File: src/bcd_pkg.sv
package bcd_pkg;

  localparam int unsigned TIMER_BITS = 32;
  localparam int unsigned CFG_IDX_BITS = 3;
  localparam int unsigned CFG_DATA_BITS = 16;

  typedef enum logic [1:0] {
    EV_NONE   = 2'd0,
    EV_CLICK  = 2'd1,
    EV_DOUBLE = 2'd2,
    EV_LONG   = 2'd3
  } event_e;

  typedef enum logic [1:0] {
    PH_NONE = 2'd0,
    PH_DOWN = 2'd1,
    PH_UP   = 2'd2
  } phase_e;

  typedef enum logic [CFG_IDX_BITS-1:0] {
    REG_DEBOUNCE = 3'd0,
    REG_LONG     = 3'd1,
    REG_WINDOW   = 3'd2,
    REG_ACTIVE   = 3'd3,
    REG_ENABLE   = 3'd4
  } cfg_idx_e;

  typedef struct packed {
    logic [7:0]  debounce_ticks;
    logic [15:0] long_press_ticks;
    logic [15:0] double_window_ticks;
    logic        active_level;
    logic [2:0]  event_enable;
  } cfg_t;

  typedef struct packed {
    event_e event_code;
    logic   stable_level;
    phase_e press_state;
  } result_t;

endpackage

File: src/bcd_cfg.sv
module bcd_cfg (
  input  logic                               clk_i,
  input  logic                               rst_ni,
  input  logic                               cfg_valid_i,
  output logic                               cfg_ready_o,
  input  logic [bcd_pkg::CFG_IDX_BITS-1:0]   cfg_index_i,
  input  logic [bcd_pkg::CFG_DATA_BITS-1:0]  cfg_data_i,
  output bcd_pkg::cfg_t                      cfg_o
);

  bcd_pkg::cfg_t cfg_q, cfg_d;

  assign cfg_ready_o = 1'b1;
  assign cfg_o       = cfg_q;

  always_comb begin
    cfg_d = cfg_q;
    if (cfg_valid_i) begin
      case (cfg_index_i)
        bcd_pkg::REG_DEBOUNCE: cfg_d.debounce_ticks      = cfg_data_i[7:0];
        bcd_pkg::REG_LONG:     cfg_d.long_press_ticks    = cfg_data_i;
        bcd_pkg::REG_WINDOW:   cfg_d.double_window_ticks = cfg_data_i;
        bcd_pkg::REG_ACTIVE:   cfg_d.active_level        = cfg_data_i[0];
        bcd_pkg::REG_ENABLE:   cfg_d.event_enable        = cfg_data_i[2:0];
        default: ;
      endcase
    end
  end

  always_ff @(posedge clk_i or negedge rst_ni) begin
    if (!rst_ni) begin
      cfg_q.debounce_ticks      <= 8'd2;
      cfg_q.long_press_ticks    <= 16'd50;
      cfg_q.double_window_ticks <= 16'd15;
      cfg_q.active_level        <= 1'b0;
      cfg_q.event_enable        <= 3'd7;
    end else begin
      cfg_q <= cfg_d;
    end
  end

endmodule

File: src/bcd_tracker.sv
module bcd_tracker (
  input  logic              clk_i,
  input  logic              rst_ni,
  input  logic              step_i,
  input  logic              level_i,
  input  bcd_pkg::cfg_t     cfg_i,
  output bcd_pkg::result_t  result_o
);

  localparam int unsigned TB = bcd_pkg::TIMER_BITS;

  logic              deb_q, deb_d;
  bcd_pkg::phase_e   phase_q, phase_d;
  bcd_pkg::phase_e   prev_q, prev_d;
  logic [7:0]        gc_q, gc_d;
  logic [TB-1:0]     timer_q, timer_d;
  logic [7:0]        rc_q, rc_d;
  bcd_pkg::event_e   pend_q, pend_d;
  bcd_pkg::event_e   code;
  logic [1:0]        sel;

  always_comb begin
    deb_d   = deb_q;
    phase_d = phase_q;
    gc_d    = gc_q;
    timer_d = timer_q;
    rc_d    = rc_q;
    pend_d  = pend_q;
    code    = bcd_pkg::EV_NONE;
    sel     = 2'd0;

    if (level_i != deb_q) begin
      if (gc_q != 8'hff) gc_d = gc_q + 8'd1;
      if (gc_d >= cfg_i.debounce_ticks) begin
        deb_d = level_i;
        gc_d  = 8'd0;
        if (level_i == cfg_i.active_level) begin
          phase_d = bcd_pkg::PH_DOWN;
          timer_d = '0;
        end else begin
          phase_d = bcd_pkg::PH_UP;
        end
      end
    end

    timer_d = timer_d + {{(TB-1){1'b0}}, 1'b1};

    case (phase_d)
      bcd_pkg::PH_DOWN: begin
        if (timer_d > {{(TB-16){1'b0}}, cfg_i.long_press_ticks} && deb_d == level_i
            && timer_d[1:0] == 2'b00) begin
          pend_d = bcd_pkg::EV_LONG;
        end
      end
      bcd_pkg::PH_UP: begin
        if (pend_d == bcd_pkg::EV_LONG) pend_d = bcd_pkg::EV_NONE;
        if (timer_d < {{(TB-16){1'b0}}, cfg_i.double_window_ticks}
            && prev_q == bcd_pkg::PH_DOWN) begin
          if (rc_d != 8'hff) rc_d = rc_d + 8'd1;
          timer_d = '0;
        end
        if (timer_d > {{(TB-16){1'b0}}, cfg_i.double_window_ticks}) begin
          if (rc_d == 8'd1) pend_d = bcd_pkg::EV_CLICK;
          else if (rc_d > 8'd1) pend_d = bcd_pkg::EV_DOUBLE;
          rc_d    = 8'd0;
          timer_d = '0;
        end
      end
      default: ;
    endcase

    prev_d = phase_d;

    // reported only when enabled, otherwise kept pending
    sel = pend_d - 2'd1;
    if (pend_d != bcd_pkg::EV_NONE && cfg_i.event_enable[sel]) begin
      code   = pend_d;
      pend_d = bcd_pkg::EV_NONE;
    end
  end

  assign result_o.event_code   = code;
  assign result_o.stable_level = deb_d;
  assign result_o.press_state  = phase_d;

  always_ff @(posedge clk_i or negedge rst_ni) begin
    if (!rst_ni) begin
      deb_q   <= 1'b1;
      phase_q <= bcd_pkg::PH_NONE;
      prev_q  <= bcd_pkg::PH_NONE;
      gc_q    <= 8'd0;
      timer_q <= '0;
      rc_q    <= 8'd0;
      pend_q  <= bcd_pkg::EV_NONE;
    end else if (step_i) begin
      deb_q   <= deb_d;
      phase_q <= phase_d;
      prev_q  <= prev_d;
      gc_q    <= gc_d;
      timer_q <= timer_d;
      rc_q    <= rc_d;
      pend_q  <= pend_d;
    end
  end

  a_no_long_when_up: assert property (@(posedge clk_i) disable iff (!rst_ni)
    step_i && phase_d == bcd_pkg::PH_UP |-> pend_d != bcd_pkg::EV_LONG)
    else $error("long event kept after release");

  a_accept_clears_count: assert property (@(posedge clk_i) disable iff (!rst_ni)
    step_i && deb_d != deb_q |-> gc_d == 8'd0)
    else $error("debounce count not cleared on accepted change");

  a_report_enabled: assert property (@(posedge clk_i) disable iff (!rst_ni)
    code != bcd_pkg::EV_NONE |-> cfg_i.event_enable[code - 2'd1])
    else $error("disabled event reported");

  a_phase_hold: assert property (@(posedge clk_i) disable iff (!rst_ni)
    !step_i |=> $stable(phase_q) && $stable(timer_q))
    else $error("state moved without a word");

endmodule

File: src/button_click_detector.sv
// Debounce and click classifier for one push button. Each input word is one
// tick carrying the raw pin level and gives exactly one result word: the event
// (none, click, double click, long click), the debounced level and the press
// phase. One word is taken every cycle while the input is not stalled; a result is
// offered once its word has passed the input register and the tracker's state
// update has filled the output register.
// Configuration writes are always ready and should only be issued while no
// words are in flight.
module button_click_detector (
  input  logic                               clk_i,
  input  logic                               rst_ni,
  input  logic                               cfg_valid_i,
  output logic                               cfg_ready_o,
  input  logic [bcd_pkg::CFG_IDX_BITS-1:0]   cfg_index_i,
  input  logic [bcd_pkg::CFG_DATA_BITS-1:0]  cfg_data_i,
  input  logic                               in_valid_i,
  output logic                               in_stall_o,
  input  logic                               raw_level_i,
  output logic                               out_valid_o,
  input  logic                               out_stall_i,
  output logic [1:0]                         event_code_o,
  output logic                               stable_level_o,
  output logic [1:0]                         press_state_o
);

  bcd_pkg::cfg_t    cfg;
  bcd_pkg::result_t result;
  bcd_pkg::result_t res_q;

  logic s1_valid_q;
  logic s1_level_q;
  logic out_valid_q;
  logic s1_adv;

  // output register frees up when empty or taken this cycle
  assign s1_adv     = s1_valid_q && (!out_valid_q || !out_stall_i);
  assign in_stall_o = s1_valid_q && !s1_adv;

  bcd_cfg u_cfg (
    .clk_i       (clk_i),
    .rst_ni      (rst_ni),
    .cfg_valid_i (cfg_valid_i),
    .cfg_ready_o (cfg_ready_o),
    .cfg_index_i (cfg_index_i),
    .cfg_data_i  (cfg_data_i),
    .cfg_o       (cfg)
  );

  bcd_tracker u_tracker (
    .clk_i    (clk_i),
    .rst_ni   (rst_ni),
    .step_i   (s1_adv),
    .level_i  (s1_level_q),
    .cfg_i    (cfg),
    .result_o (result)
  );

  always_ff @(posedge clk_i or negedge rst_ni) begin
    if (!rst_ni) begin
      s1_valid_q  <= 1'b0;
      out_valid_q <= 1'b0;
    end else begin
      if (in_valid_i && !in_stall_o) s1_valid_q <= 1'b1;
      else if (s1_adv) s1_valid_q <= 1'b0;
      if (s1_adv) out_valid_q <= 1'b1;
      else if (!out_stall_i) out_valid_q <= 1'b0;
    end
  end

  always_ff @(posedge clk_i) begin
    if (in_valid_i && !in_stall_o) s1_level_q <= raw_level_i;
    if (s1_adv) res_q <= result;
  end

  assign out_valid_o    = out_valid_q;
  assign event_code_o   = res_q.event_code;
  assign stable_level_o = res_q.stable_level;
  assign press_state_o  = res_q.press_state;

  a_stall_only_full: assert property (@(posedge clk_i) disable iff (!rst_ni)
    in_stall_o |-> s1_valid_q && out_valid_q && out_stall_i)
    else $error("input stalled with room downstream");

  a_adv_fills_out: assert property (@(posedge clk_i) disable iff (!rst_ni)
    s1_adv |=> out_valid_q)
    else $error("advanced word lost");

  a_out_held: assert property (@(posedge clk_i) disable iff (!rst_ni)
    out_valid_q && out_stall_i |=> out_valid_q && $stable(res_q))
    else $error("stalled result changed");

endmodule

File: config.mk
export PLATFORM = sky130hd
export DESIGN_NAME = button_click_detector
export DESIGN_NICKNAME = d
export VERILOG_FILES = /design/src/bcd_pkg.sv /design/src/bcd_cfg.sv /design/src/bcd_tracker.sv /design/src/button_click_detector.sv
export SDC_FILE = /design/constraint.sdc
export NUM_CORES = 1
export LEC_CHECK = 0
export ABC_CLOCK_PERIOD_IN_PS = 25600
export BUFFER_PORTS_ARGS = -buffer_cell sky130_fd_sc_hd__buf_4
export CAP_MARGIN = 20
export CORE_MARGIN = 5
export CORE_UTILIZATION = 25
export CTS_CLUSTER_SIZE = 30
export DETAILED_ROUTE_END_ITERATION = 12
export PLACE_DENSITY = 0.49
export SETUP_SLACK_MARGIN = 0.15
export SYNTH_ARGS = -nofsm -noshare
export SYNTH_HDL_FRONTEND = slang
export SYNTH_SLANG_ARGS = --single-unit
File: constraint.sdc
create_clock -name clk_i -period 25.6 [get_ports clk_i]
set_clock_uncertainty 0.15 [all_clocks]
set_input_delay 3.84 -clock clk_i [delete_from_list [all_inputs] [get_ports clk_i]]
set_output_delay 3.84 -clock clk_i [all_outputs]
set_load 0.05 [all_outputs]
==> reports/qor.csv <==
metric,value,unit
status,finished clean,
"Slowest-stage cell, CP",a2111oi_0,
Congestion Overflow GR,0,
max-slew violations,0,
final setup vio count,0,
"FFs w/ async S/R, synth",0.9429,
drt pass-1 iters,5,
Setup Buffers After CTS,0,
Starting Density,0.2533,
clock slew at reported path FFs,0.08,ns
total CTS buffers,9,
diode count,0,
# H-tree levels,3,
post-route ant nets,0,
warning count from the yosys run,0,
worst slew pin tran,0.9495,ns
Setup TNS,0,ns
HPWL after DPL,13550,um
critical path launch point,u_tracker.gc_q[0],
"Power, Total",0.5538,mW
metal3 WL,493,um
Internal,0.3491,mW
drt total wl,18390,um
Max-Slew Margin vs Limit,0.3506,
Hold WS,0.3412,ns
Mapped Cells,802,
crit end category,flop,
core area,27860,um^2
area of the die,31690,um^2
Cell Pwr Density,68.86,nW/um^2
Clk pwr share,0.258,
clock sink count,105,
critical path type,reg -> reg,
vias post-DR,5809,
"Design Area, Final",8043,um^2
"Req. time, crit path",25.74,ns
largest net degree at the start of global routing,59,
Worst Hold Class,reg -> reg,
I/O pins,33,
max frequency,97.73,MHz
Switch Pwr,0.2047,mW
Static Leak,3.586,nW
Net Sw Frac,0.3696,
worst skew pair latency,0.36,ns
crit-path max FO,15,
combinational power share,0.352,
Wirelength per Cell,15.24,um
"FF+latch count, synth",105,
WP data arrival,10.37,ns
top layer in use,met4,
drt via density,4.813,
Layout area overhead,13.97,%
CTS Hold Bufs,0,
final hold vios,0,
hold path startpoint,u_tracker.deb_q,
Max stage delay on crit path,0.85,ns
I/O Buffers,31,
synthesized area,7057,um^2
Critical R2R Launch,u_tracker.gc_q[0],
Final Util,0.2887,
Max clock buf depth,2,
number of flops mapped to enable cells by yosys,6,
drc violations,0,
nets@finish,909,
fillers,3005,
Setup crit start kind,flop,
cell row count,61,
vias in the first global route,5795,
width of the chip,178.0,um
RSZ-0062 raised after global routing,false,
antenna violations before repair,0,
clk root buf,clkbuf_16,
gpl congestion,0.7902,
total track usage,0.1197,
minimum clock period,10.23,ns
most frequent CP cell,ha_1,
First DRT Iteration DRCs,347,
met2 wire length,8354,um
die height,178.0,um
Sequential Power Share,0.391,
register area share after synthesis,0.3787,
proportion of layout cells with a drive suffix above 1,0.1182,
fin crit share,0.3997,
CTS tree,built,
worst vdd ir,0.00003420,V
routed length on met1,9332,um
max capacitance violation total,0,
Syn Area/Cell,8.799,um^2
first-pass GRT wire length,30640,um
post-CTS sizing,0,
Synth Net Count,887,
Synth cell types,76,
DP Area,7716,um^2
Synth Flop Type,dfrtp_1,
[worst max-delay path: cells and delay by family (launching register included)]
family | cells | cell delay (ns)
AOI/OAI and AO/OA | 13 | 3.70
and+or+nand+nor | 15 | 3.56
adders and majority gates | 5 | 1.30
buffers and inverters | 3 | 0.63
DFF | 1 | 0.42
xor gates and xnor gates | 2 | 0.40
[metrics by stage]
stage	setup slack, ns	cells
global route	14.41	1207
CTS	15.11	1205
detailed placement	15.17	1189
finish	15.37	1207
global placement	15.36	1189
floorplan	17.15	802
[flip-flops by register name, summed over array words and instances (netlist names)]
signal / count
u_tracker.rc_q: 8
u_tracker.gc_q: 8
s1_level_q: 1
u_cfg.cfg_o: 44
event_code_o: 2
press_state_o: 2
u_tracker.timer_q: 32
u_tracker.pend_q: 2
out_valid_o: 1
u_tracker.phase_q: 2
u_tracker.deb_q: 1
stable_level_o: 1
s1_valid_q: 1
[power by group through the flow]
| stage | Combinational, mW | Sequential [mW] | Clock [mW] |
|---|---|---|---|
| 2_1_floorplan | 0.137 | 0.218 | 0 |
| 3_3_place_gp | 0.193 | 0.219 | 0 |
| 3_5_place_dp | 0.195 | 0.220 | 0 |
| 4_1_cts | 0.196 | 0.217 | 0.148 |
| 5_1_grt | 0.223 | 0.221 | 0.154 |
| 6_report | 0.195 | 0.216 | 0.143 |
[synthesized netlist by cell type, drive strengths merged (10+ instances only)]
cell type	number	share of area
a21oi	26	0.019
a22o	19	0.024
and3	14	0.013
and4	12	0.015
clkbuf	23	0.012
dfrtp	87	0.31
dfstp	12	0.045
ha	60	0.11
inv	53	0.028
mux2	10	0.016
nand2	100	0.053
nand3	35	0.026
nand4	21	0.020
nor2	47	0.025
nor2b	12	0.011
nor3	26	0.020
o21a	10	0.011
o21ai	91	0.065
o31ai	11	0.012
xor2	12	0.015
[kinds of logic after synthesis]
logic type,Yosys count,share of synthesized area
buf+inv,84,0.04628
xor+xnor,21,0.02606
mux,13,0.02074
compound gates,209,0.1936
fa+ha+maj,60,0.1064
other cells,1,0.0005314
flops,105,0.3787
simple gates,309,0.2277
[cell usage in the layout (no fill, tap or decap), types with 7 or more instances in the layout]
| cell | n |
|---|---|
| mux2_2 | 9 |
| ha_1 | 60 |
| clkbuf_16 | 10 |
| a22o_1 | 19 |
| nand3_1 | 33 |
| buf_4 | 40 |
| nand2_1 | 100 |
| nand2b_1 | 9 |
| nand4_1 | 20 |
| inv_1 | 53 |
| dfrtp_1 | 87 |
| nor2b_1 | 12 |
| xnor2_1 | 9 |
| and2_1 | 8 |
| and4_1 | 12 |
| nor3_1 | 24 |
| o21a_1 | 10 |
| nor2_1 | 46 |
| and3_1 | 13 |
| a21oi_1 | 25 |
| o21ai_0 | 85 |
| a31oi_1 | 7 |
| dfstp_2 | 12 |
| xor2_1 | 12 |
| o31ai_1 | 11 |
[per-layer routing]
layer	global-route usage	vias up
met1	0.1671	2776
li1	-	2947
met4	0.03029	0
met2	0.1932	73
met5	0	-
met3	0.02014	13
[final timing paths]
kind / endpoint / slack [ns] / cells past startpoint
worst min register to register: u_tracker.deb_q / 0.34 / 2
max in group asynchronous: u_tracker.timer_q[23] / 20.76 / 2
worst min-delay path: u_tracker.deb_q / 0.34 / 2
worst max-delay path: u_tracker.timer_q[21] / 15.37 / 38
min in group asynchronous: u_cfg.cfg_o[28] / 3.40 / 1
worst max register to register: u_tracker.timer_q[21] / 15.37 / 38
[final cells by class]
type	instances	area (um^2)	share of cell area
Inverter	53	198.9	0.02474
Multi-Input combinational cell	613	4071	0.5062
Timing Repair Buffer	42	326.6	0.04060
Clock inverter	5	36.28	0.004512
Clock buffer	11	264.0	0.03283
Tap cell	378	473.0	0.05881
Sequential cell	105	2673	0.3323
Power figures use the tool's default switching activity.
